### src/rtl/assert_macros.svh
// shared assertion macros for the rle8 decoder
`ifndef ASSERT_MACROS_SVH
`define ASSERT_MACROS_SVH

// same-cycle implication
`define RLE_ASSERT_IMP(lbl, clk, rstn, ante, cons) \
  lbl: assert property (@(posedge clk) disable iff (!rstn) (ante) |-> (cons)) \
    else $error("rle8 assertion failed");

// next-cycle implication
`define RLE_ASSERT_NXT(lbl, clk, rstn, ante, cons) \
  lbl: assert property (@(posedge clk) disable iff (!rstn) (ante) |=> (cons)) \
    else $error("rle8 assertion failed");

`endif

### src/rtl/rle8_pkg.sv
`default_nettype none

package rle8_pkg;

  localparam int DimW = 13;

  typedef logic [0:0] cfg_addr_t;
  typedef logic [DimW-1:0] dim_t;

  localparam cfg_addr_t REG_IMAGE_WIDTH  = 1'b0;
  localparam cfg_addr_t REG_IMAGE_HEIGHT = 1'b1;

  localparam logic [7:0] ESC_EOL   = 8'd0;
  localparam logic [7:0] ESC_EOB   = 8'd1;
  localparam logic [7:0] ESC_DELTA = 8'd2;

  typedef enum logic [2:0] {
    PH_COUNT  = 3'd0,
    PH_VALUE  = 3'd1,
    PH_ESCAPE = 3'd2,
    PH_DX     = 3'd3,
    PH_DY     = 3'd4,
    PH_ABS    = 3'd5,
    PH_PAD    = 3'd6
  } phase_e;

  typedef struct packed {
    logic [11:0] span_x;
    logic [11:0] span_line;
    logic [7:0]  span_length;
    logic [7:0]  pixel_value;
    logic        end_of_bitmap;
    logic        clipped;
  } span_t;

  function automatic dim_t sat13(input logic [DimW:0] v);
    sat13 = v[DimW] ? '1 : v[DimW-1:0];
  endfunction

  function automatic logic [11:0] sat12(input dim_t v);
    sat12 = v[12] ? 12'hFFF : v[11:0];
  endfunction

endpackage

`default_nettype wire

### src/rtl/rle8_bitmap_decoder.sv
`default_nettype none

// channel  | handshake                  | payload
// ---------+----------------------------+------------------------------------------
// data in  | data_valid_i / data_ready_o | data_byte_i, last_in_buffer_i
// span out | span_valid_o / span_ready_i | span_x_o, span_line_o, span_length_o,
//          |                            | pixel_value_o, end_of_bitmap_o, clipped_o
// config   | cfg_we_i                   | cfg_addr_i, cfg_wdata_i
//
// one byte per cycle when ready; a byte waits in the byte register until the span
// register is free, then any span it yields is loaded there; each holds one item, so
// a byte can be taken while a span waits, and a span stall backs up through the byte
// register; async active-low reset restores parser, config and valid flags

module rle8_bitmap_decoder #(
  parameter int MAX_WIDTH  = 4096,
  parameter int MAX_HEIGHT = 4096
) (
  input  wire logic                clk_i,
  input  wire logic                rst_ni,
  input  wire logic                cfg_we_i,
  input  wire rle8_pkg::cfg_addr_t cfg_addr_i,
  input  wire rle8_pkg::dim_t      cfg_wdata_i,
  input  wire logic                data_valid_i,
  output logic                     data_ready_o,
  input  wire logic [7:0]          data_byte_i,
  input  wire logic                last_in_buffer_i,
  output logic                     span_valid_o,
  input  wire logic                span_ready_i,
  output logic [11:0]              span_x_o,
  output logic [11:0]              span_line_o,
  output logic [7:0]               span_length_o,
  output logic [7:0]               pixel_value_o,
  output logic                     end_of_bitmap_o,
  output logic                     clipped_o
);
  import rle8_pkg::*;

  `include "assert_macros.svh"

  localparam int WTop = (MAX_WIDTH < 4096) ? MAX_WIDTH : 4096;
  localparam int HTop = (MAX_HEIGHT < 4096) ? MAX_HEIGHT : 4096;
  localparam logic [12:0] WidthTop  = 13'(WTop);
  localparam logic [12:0] HeightTop = 13'(HTop);

  dim_t       width, height;
  logic       in_valid_q;
  logic [7:0] in_byte_q;
  logic       in_last_q;
  logic       out_valid_q;
  span_t      out_q;
  logic       out_free, in_fire, stage_fire, res_valid;
  span_t      res;

  rle8_cfg #(
    .WIDTH_TOP  (WidthTop),
    .HEIGHT_TOP (HeightTop)
  ) u_cfg (
    .clk_i    (clk_i),
    .rst_ni   (rst_ni),
    .we_i     (cfg_we_i),
    .addr_i   (cfg_addr_i),
    .wdata_i  (cfg_wdata_i),
    .width_o  (width),
    .height_o (height)
  );

  assign out_free     = !out_valid_q || span_ready_i;
  assign stage_fire   = in_valid_q && out_free;
  assign data_ready_o = !in_valid_q || out_free;
  assign in_fire      = data_valid_i && data_ready_o;

  rle8_parser u_parser (
    .clk_i       (clk_i),
    .rst_ni      (rst_ni),
    .fire_i      (stage_fire),
    .byte_i      (in_byte_q),
    .last_i      (in_last_q),
    .width_i     (width),
    .height_i    (height),
    .res_valid_o (res_valid),
    .res_o       (res)
  );

  always_ff @(posedge clk_i or negedge rst_ni) begin
    if (!rst_ni) begin
      in_valid_q <= 1'b0;
    end else if (in_fire) begin
      in_valid_q <= 1'b1;
    end else if (stage_fire) begin
      in_valid_q <= 1'b0;
    end
  end

  always_ff @(posedge clk_i) begin
    if (in_fire) begin
      in_byte_q <= data_byte_i;
      in_last_q <= last_in_buffer_i;
    end
  end

  always_ff @(posedge clk_i or negedge rst_ni) begin
    if (!rst_ni) begin
      out_valid_q <= 1'b0;
    end else if (stage_fire && res_valid) begin
      out_valid_q <= 1'b1;
    end else if (span_ready_i) begin
      out_valid_q <= 1'b0;
    end
  end

  always_ff @(posedge clk_i) begin
    if (stage_fire && res_valid) begin
      out_q <= res;
    end
  end

  assign span_valid_o    = out_valid_q;
  assign span_x_o        = out_q.span_x;
  assign span_line_o     = out_q.span_line;
  assign span_length_o   = out_q.span_length;
  assign pixel_value_o   = out_q.pixel_value;
  assign end_of_bitmap_o = out_q.end_of_bitmap;
  assign clipped_o       = out_q.clipped;

  `RLE_ASSERT_IMP(a_ready_when_empty, clk_i, rst_ni, !out_valid_q, data_ready_o)
  `RLE_ASSERT_NXT(a_span_loaded, clk_i, rst_ni, stage_fire && res_valid, span_valid_o)
  `RLE_ASSERT_NXT(a_span_held, clk_i, rst_ni, span_valid_o && !span_ready_i, span_valid_o)

endmodule

`default_nettype wire

### src/rtl/rle8_cfg.sv
`default_nettype none

module rle8_cfg #(
  parameter logic [12:0] WIDTH_TOP  = 13'd4096,
  parameter logic [12:0] HEIGHT_TOP = 13'd4096
) (
  input  wire logic               clk_i,
  input  wire logic               rst_ni,
  input  wire logic               we_i,
  input  wire rle8_pkg::cfg_addr_t addr_i,
  input  wire rle8_pkg::dim_t     wdata_i,
  output rle8_pkg::dim_t          width_o,
  output rle8_pkg::dim_t          height_o
);
  import rle8_pkg::*;

  dim_t width_q, height_q;

  // registers hold the clamped value, not the raw write
  function automatic dim_t clamp_dim(input dim_t v, input dim_t top);
    if (v == '0) begin
      clamp_dim = dim_t'(1);
    end else if (v > top) begin
      clamp_dim = top;
    end else begin
      clamp_dim = v;
    end
  endfunction

  always_ff @(posedge clk_i or negedge rst_ni) begin
    if (!rst_ni) begin
      width_q  <= dim_t'(1);
      height_q <= dim_t'(1);
    end else if (we_i) begin
      case (addr_i)
        REG_IMAGE_WIDTH:  width_q  <= clamp_dim(wdata_i, WIDTH_TOP);
        REG_IMAGE_HEIGHT: height_q <= clamp_dim(wdata_i, HEIGHT_TOP);
        default: ;
      endcase
    end
  end

  assign width_o  = width_q;
  assign height_o = height_q;

endmodule

`default_nettype wire

### src/rtl/rle8_parser.sv
`default_nettype none

module rle8_parser (
  input  wire logic           clk_i,
  input  wire logic           rst_ni,
  input  wire logic           fire_i,
  input  wire logic [7:0]     byte_i,
  input  wire logic           last_i,
  input  wire rle8_pkg::dim_t width_i,
  input  wire rle8_pkg::dim_t height_i,
  output logic                res_valid_o,
  output rle8_pkg::span_t     res_o
);
  import rle8_pkg::*;

  `include "assert_macros.svh"

  phase_e     phase_q, phase_d;
  logic [7:0] run_q, run_d;
  dim_t       col_q, col_d, col_nx;
  dim_t       line_q, line_d, line_nx;
  logic [7:0] abs_q, abs_d, abs_nx;
  logic       pad_q, pad_d, pad_nx;
  logic [7:0] dx_q, dx_d, dx_nx;
  logic       done_q, done_d, done_nx;
  logic [7:0] run_nx;

  logic        span_en, close_en;
  logic [7:0]  span_len, span_val, span_out_len;
  logic        span_clip;
  logic [13:0] span_end;

  // next phase
  always_comb begin
    phase_d = phase_q;
    if (!done_q) begin
      case (phase_q)
        PH_VALUE: phase_d = PH_COUNT;
        PH_ESCAPE: begin
          if (byte_i == ESC_EOL || byte_i == ESC_EOB) begin
            phase_d = PH_COUNT;
          end else if (byte_i == ESC_DELTA) begin
            phase_d = PH_DX;
          end else begin
            phase_d = PH_ABS;
          end
        end
        PH_DX: phase_d = PH_DY;
        PH_DY: phase_d = PH_COUNT;
        PH_ABS: begin
          if (abs_q == 8'd1) begin
            phase_d = pad_q ? PH_PAD : PH_COUNT;
          end
        end
        PH_PAD: phase_d = PH_COUNT;
        default: phase_d = (byte_i != 8'd0) ? PH_VALUE : PH_ESCAPE;
      endcase
    end
    if (last_i) begin
      phase_d = PH_COUNT;
    end
  end

  // datapath and span decode
  always_comb begin
    run_nx   = run_q;
    col_nx   = col_q;
    line_nx  = line_q;
    abs_nx   = abs_q;
    pad_nx   = pad_q;
    dx_nx    = dx_q;
    done_nx  = done_q;
    span_en  = 1'b0;
    close_en = 1'b0;
    span_len = 8'd0;
    span_val = 8'd0;
    if (!done_q) begin
      case (phase_q)
        PH_VALUE: begin
          span_en  = 1'b1;
          span_len = run_q;
          span_val = byte_i;
        end
        PH_ESCAPE: begin
          if (byte_i == ESC_EOL) begin
            col_nx  = '0;
            line_nx = sat13({1'b0, line_q} + 14'd1);
          end else if (byte_i == ESC_EOB) begin
            close_en = 1'b1;
            done_nx  = 1'b1;
          end else if (byte_i != ESC_DELTA) begin
            abs_nx = byte_i;
            pad_nx = byte_i[0];
          end
        end
        PH_DX: dx_nx = byte_i;
        PH_DY: begin
          col_nx  = sat13({1'b0, col_q} + 14'(dx_q));
          line_nx = sat13({1'b0, line_q} + 14'(byte_i));
        end
        PH_ABS: begin
          span_en  = 1'b1;
          span_len = 8'd1;
          span_val = byte_i;
          abs_nx   = abs_q - 8'd1;
        end
        PH_PAD: pad_nx = 1'b0;
        default: begin
          if (byte_i != 8'd0) begin
            run_nx = byte_i;
          end
        end
      endcase
    end

    // clip against the image and advance the column
    span_end = {1'b0, col_q} + 14'(span_len);
    if (line_q >= height_i || col_q >= width_i) begin
      span_out_len = 8'd0;
      span_clip    = 1'b1;
    end else if (span_end > {1'b0, width_i}) begin
      span_out_len = 8'(width_i - col_q);
      span_clip    = 1'b1;
    end else begin
      span_out_len = span_len;
      span_clip    = 1'b0;
    end
    if (span_en) begin
      col_nx = sat13(span_end);
    end
  end

  // result and state with buffer-end clear
  always_comb begin
    res_valid_o         = span_en || close_en || (last_i && !done_q);
    res_o.span_x        = span_en ? sat12(col_q) : sat12(col_nx);
    res_o.span_line     = sat12(line_nx);
    res_o.span_length   = span_en ? span_out_len : 8'd0;
    res_o.pixel_value   = span_en ? span_val : 8'd0;
    res_o.clipped       = span_en && span_clip;
    res_o.end_of_bitmap = close_en || (last_i && !done_q);

    run_d  = last_i ? 8'd0 : run_nx;
    col_d  = last_i ? '0 : col_nx;
    line_d = last_i ? '0 : line_nx;
    abs_d  = last_i ? 8'd0 : abs_nx;
    pad_d  = last_i ? 1'b0 : pad_nx;
    dx_d   = last_i ? 8'd0 : dx_nx;
    done_d = last_i ? 1'b0 : done_nx;
  end

  always_ff @(posedge clk_i or negedge rst_ni) begin
    if (!rst_ni) begin
      phase_q <= PH_COUNT;
      run_q   <= 8'd0;
      col_q   <= '0;
      line_q  <= '0;
      abs_q   <= 8'd0;
      pad_q   <= 1'b0;
      dx_q    <= 8'd0;
      done_q  <= 1'b0;
    end else if (fire_i) begin
      phase_q <= phase_d;
      run_q   <= run_d;
      col_q   <= col_d;
      line_q  <= line_d;
      abs_q   <= abs_d;
      pad_q   <= pad_d;
      dx_q    <= dx_d;
      done_q  <= done_d;
    end
  end

  `RLE_ASSERT_IMP(a_silent_after_end, clk_i, rst_ni,
    fire_i && done_q && !last_i, !res_valid_o)
  `RLE_ASSERT_NXT(a_last_clears, clk_i, rst_ni,
    fire_i && last_i, phase_q == PH_COUNT && !done_q && col_q == '0 && line_q == '0)
  `RLE_ASSERT_IMP(a_span_in_width, clk_i, rst_ni,
    fire_i && res_valid_o && res_o.span_length != 8'd0,
    ({1'b0, col_q} + 14'(res_o.span_length)) <= {1'b0, width_i})

endmodule

`default_nettype wire
### config.mk
export PLATFORM = sky130hd
export DESIGN_NAME = rle8_bitmap_decoder
export DESIGN_NICKNAME = d
export VERILOG_FILES = /design/src/rtl/rle8_pkg.sv /design/src/rtl/rle8_bitmap_decoder.sv /design/src/rtl/rle8_cfg.sv /design/src/rtl/rle8_parser.sv
export VERILOG_INCLUDE_DIRS = /design/src /design/src/rtl
export SDC_FILE = /design/constraint.sdc
export NUM_CORES = 1
export LEC_CHECK = 0
export BUFFER_PORTS_ARGS = -buffer_cell sky130_fd_sc_hd__buf_4
export CORE_ASPECT_RATIO = 1.4
export CORE_UTILIZATION = 40
export DETAILED_ROUTE_END_ITERATION = 12
export GPL_ROUTABILITY_DRIVEN = 0
export GPL_TIMING_DRIVEN = 0
export PLACE_DENSITY_LB_ADDON = 0.2
export SYNTH_ARGS = -nofsm -noshare
export SYNTH_HDL_FRONTEND = slang
export SYNTH_SLANG_ARGS = --single-unit
export TNS_END_PERCENT = 20
### constraint.sdc
create_clock -name clk_i -period 12.6 [get_ports clk_i]
set_input_delay 1.26 -clock clk_i [delete_from_list [all_inputs] [get_ports clk_i]]
set_output_delay 1.26 -clock clk_i [all_outputs]
set_load 0.02 [all_outputs]
Yosys cells after proc, flatten, opt, wreduce, memory -nomap -nowiden. Index checks and enable logic that the tools add are counted.

Register bits: 134. Bits in latches: 0. Bits in writable memories: 0. Bits in read-only memories: 0. Memories kept: 0.

Add/sub/neg operators: 6. Multipliers: 0. Div/mod/pow operators: 0. Order comparisons: 4. Eq/ne operators: 16. Shift-type cells: 0. Muxes and demuxes: 62. Bitwise operators: 3. Reductions and logical operators: 36.

Operators by type and width (number): $mux 13 (13); $mux 8 (14); $pmux 13 s2 (2); $add 13x8->14 (3); $mux 12 (3); $pmux 8 s2 (2); $ge 13x13->1 (2); $mux 1 (19); $mux 3 (6); $eq 8x1->1 const B (2); $add 13x1->14 const B (1); $gt 14x13->1 (1); $gt 13x13->1 const B (1); $logic_not 13->1 (1); $pmux 3 s4 (1); $reduce_and 6->1 (2); $eq 3x3->1 const B (3); $eq 8x2->1 const B (1); $logic_not 8->1 (1); $ne 8x2->1 const B (1); $reduce_bool 2->1 (4); $reduce_bool 8->1 (1); $sub 8x1->8 const B (1); $sub 8x8->8 (1); 19 further kinds (41).

Logic depth before layout (Yosys ltp).
Word-level depth: 9. Gate-level depth with buffers: 21. Gate-level depth less buffers: 19.

Cells and area by module. A second synthesis with hierarchy kept.

Cells, all modules: 1015. Area, all modules: 9335.2 um^2.

Modules (own cells, without submodules): rle8_parser (instances 1, cells an instance 853, area an instance 6650.1 um^2, seq. area each 1376.3 um^2); rle8_bitmap_decoder (instances 1, cells an instance 61, area an instance 1642.8 um^2, seq. area each 1581.5 um^2); rle8_cfg (instances 1, cells an instance 101, area an instance 1042.2 um^2, seq. area each 653.1 um^2).

Least setup slack after synthesis. OpenSTA, ideal clock, no wires.

Kind: flip-flop to flip-flop. Start: reg u_parser.phase_q[0]. End: reg out_q, in the netlist span_length_o[0] (data pin). Library setup time: 263 ps. Data arrival time: 4254 ps. Data required time: 12337 ps. Slack: 8083 ps. Cell stages (with the launch flop): 20. Buffers on the path: 2. Clock period less this slack: 4517 ps. Cell sequence: dfrtp_1 > clkbuf_1 > nand3_1 > nor2_1 > and2_1 > ha_1 > a211oi_1 > nor2_1 > o21a_1 > o32ai_1 > nor2_1 > xor2_1 > ha_1 > o21ai_0 > a21oi_1 > a2111oi_0 > o21a_1 > buf_2 > mux2i_1 > nor2_1.

Cells in the longest elaborated chain, start to end: 6.

RTL lines: from (decl) (line rle8_parser.sv:18) `phase_e phase_q, phase_d;`; from (signal assigned) (line rle8_parser.sv:163) `phase_q <= phase_d;`; $eq 3x3->1 / $eq 3x1->1 (equally long branches) (line rle8_parser.sv:78) `case (phase_q)`; $pmux 8 s2 / $reduce_or 2->1 (equally long branches); $mux 8 / $mux 1 (equally long branches) (line rle8_parser.sv:77, rle8_parser.sv:78); $add 13x8->14 / $mux 1 (equally long branches) (line rle8_parser.sv:117, rle8_parser.sv:77); $gt 14x13->1 / $not 1->1 (equally long branches); $mux 8 / $reduce_or 2->1 (equally long branches); to (signal assigned) (line rle8_bitmap_decoder.sv:114) `out_q <= res;`; to (decl) (line rle8_bitmap_decoder.sv:51) `span_t out_q;`.

Several ways; a longest one is shown, not always the timed one. A chain may end at the register's enable or synchronous reset.

Final worst setup path.
Start: reg u_parser.phase_q[0]. End: reg out_q, in the netlist span_length_o[7] (data pin).

The elaborated chain is that of the path after synthesis.

==> qor.yml <==
status: "finished clean"
crit_arrival_ns: 6.01
path_cells: "clkbuf_1 > nand3_1 > nor2_1 > and2_1 > ha_1 > a211oi_1 > nor2_1 > o21a_1 > o32ai_1 > xnor2_1 > ha_1 > a211o_1 > o211ai_1 > a21oi_1 > a2111oi_0 > o21a_1 > buf_2 > mux2i_1 > nor2_1"
core_area_um2: 22770
grt_usage_pct: 23.84
crit_slowest_cell: "o32ai_1"
fp.dieH_um: 183.1
postSynthNetCount: 1137
netlist.area_leader.share_pct: 21.63
via_per_inst: 5.829
rsz0062_at_grt: "false"
setup_viol: 0
drt_first_pass_iters: 5
yosys-top-cells-area: "dfrtp_1 (22%), edfxtp_1 (16%), ha_1 (9.7%)"
synthArstFlopShare_pct: 61.94
ys_warn_count: 0
ant_nets: 0
grt_pass1_wl_um: 44300
layout.nets: 1228
powerDensity_nw_per_um2: 197.7
cts_max_level: 4
die_w_um: 131.3
path_max_fanout: 10
synth.largest_area_cell: "dfrtp_1"
slew_viol_final: 0
cts_num_sinks: 134
critPathLaunchType: "flip-flop"
wl_met2_um: 14230
clock_skew_ns: 0.009122
grt_pass1_vias: 8344
top_level_ports: 72
timing.hold.ws_ns: 0.4811
critPathKind: "flip-flop to flip-flop"
num_antenna_cells: 0
num_vias: 8376
worst_pin_slew_ns: 1.145
dp_hpwl_um: 21170
highest_layer: "met4"
period_minus_slack_ns: 5.848
slew_headroom_pct: 23.65
postCtsHoldBufs: 0
postCtsSetupRepairBufs: 0
synthFlopType: "dfrtp_1"
clockBufferDepth: 2
overflow: 0
synth_most_common_cell: "nand2_1"
wl_met3_um: 1355
timing.critical_path.max_delay_family: "compound AO/OA/AOI/OAI gates"
vdd_ir_drop_max_mv: 0.1002
tns_ns: 0
cts_tree: "done"
netlist_area_um2: 9369
clock_latency_ns: 0.44
clk_pin_slew_worst_paths_ns: 0.06
initial_core_util_pct: 41.14
regArea_um2: 3611
io_buffer_count: 71
crit_top_cell: "nor2_1"
power_leakage_uw: 0.004632
cts_buffers: 17
synthDistinctLibCells: 77
required_ns: 12.77
seq_area_frac_synth_pct: 38.54
cts-root-buf: "clkbuf_16"
cts_resized: 0
synth_edf_count: 51
multi_input_area_um2: 5364
antenna_found_initial: 0
drc: 0
hold_path_class: "flip-flop to flip-flop"
synth_common_cells: "nand2_1 (94), nor2_1 (92), a21oi_1 (82)"
num-fill-cells: 2237
drtIter0Drc: 629
drive_above_1_share_pct: 14.08
ys_ff_latch: 134
max_freq_mhz: 171.0
area_delta_synth_final_pct: 16.55
wl_um: 27750
syn_avg_cell_area_um2: 9.078
drv_cap: 0
endpoint_kind: "flip-flop"
wl_met1_um: 10880
dieArea_um2: 24050
critPathBufInv: 2
rows: 65
grt_max_degree: 84
fin_crit_sh_pct: 46.41
hold_violations: 0
crit_path_max_incr_delay_ns: 0.68
wl_per_cell_um: 19.31
syn_inst: 1032
cell usage in the layout, fill, tap and decap left out, types with 8 or more instances in the layout:
master | synthesis | layout
dfrtp_1 | 81 | 81
inv_1 | 52 | 52
o31ai_1 | 16 | 16
o21ai_0 | 72 | 72
a221oi_1 | 8 | 8
ha_1 | 73 | 73
and2_1 | 19 | 19
mux2_2 | 21 | 21
nand2_1 | 94 | 94
o41ai_1 | 9 | 9
clkbuf_16 | 0 | 17
nor2b_1 | 19 | 19
clkbuf_1 | 35 | 37
nand3_1 | 24 | 24
nor2_1 | 92 | 91
a31oi_1 | 15 | 15
a211oi_1 | 14 | 14
edfxtp_1 | 51 | 51
nor3_1 | 14 | 14
buf_2 | 13 | 13
a21o_1 | 16 | 16
a21oi_1 | 82 | 82
or3_1 | 11 | 11
o21a_1 | 17 | 17
xor2_1 | 8 | 8
xnor2_1 | 13 | 13
nand4_1 | 9 | 9
nand2b_1 | 23 | 23
buf_4 | 0 | 71
power by group:
| group | total [µW] | switching (µW) | internal (µW) |
|---|---|---|---|
| sequential | 670 | 87.2 | 583 |
| combinational | 962 | 577 | 385 |
| clock | 526 | 197 | 330 |
| total | 2160 | 861 | 1300 |
layout make-up:
| cell class | instances | area share, % |
|---|---|---|
| buffer | 50 | 1.891 |
| clock buffer | 19 | 3.965 |
| clock inverter | 13 | 1.650 |
| inverter | 52 | 1.788 |
| multi-input combinational | 796 | 49.12 |
| sequential | 134 | 33.07 |
| tap | 301 | 3.449 |
| timing repair buffer | 72 | 5.065 |
state kept, by name, indices dropped and copies added, names as in the netlist, 3 cells and up:
register and cells:
u_parser.run_q 8, in_byte_q 8, pixel_value_o 8, u_cfg.width_o 13, u_parser.line_q 13, span_line_o 12
span_x_o 12, u_parser.col_q 13, u_cfg.height_o 13, span_length_o 8, u_parser.phase_q 3, u_parser.abs_q 8
u_parser.dx_q 8
kinds of logic after synthesis:
| logic type | after synthesis | synth area share (%) |
|---|---|---|
| simple gates | 337 | 17.99 |
| mux | 28 | 3.272 |
| flops | 134 | 38.54 |
| compound gates | 333 | 23.34 |
| xor+xnor | 21 | 1.963 |
| buf+inv | 102 | 4.287 |
| fa+ha+maj | 77 | 10.60 |
final timing paths:
path	startpoint	end	slack, ns	cells after the start
worst min register to register	u_cfg.width_o[7]	u_cfg.width_o[7]	0.48	2
worst max-delay path	u_parser.phase_q[0]	span_length_o[7]	6.75	19
max in group asynchronous	rst_ni	u_parser.dx_q[2]	10.82	1
worst max register to register	u_parser.phase_q[0]	span_length_o[7]	6.75	19
worst min-delay path	u_cfg.width_o[7]	u_cfg.width_o[7]	0.48	2
min in group asynchronous	rst_ni	u_parser.line_q[12]	1.01	1
per-layer routing:
metal  track usage, %  vias up
met1            26.49     3989
met2            43.13      315
met3            3.731       72
met5                0        -
li1                 -     4000
met4            13.91        0
worst min-delay path, cell delays in order, from the launching register on:
cell and delay [ns]:
dfrtp_1 0.34, nand2_1 0.05, o21ai_0 0.06
metrics by stage:
stage                     utilization, %  setup slack (ns)  cell area (µm²)  cells  power, µW
after global routing               47.95             6.305            10920   1437       2303
after detailed placement           45.26             6.790            10310   1405       1634
after global placement             45.14             6.831            10280   1404       1623
final                              47.95             6.752            10920   1437       2158
after CTS                          47.95             6.754            10920   1437       2170
after floorplan                        -             8.083             9369   1032       1328
(Power assumes the default switching activity.)
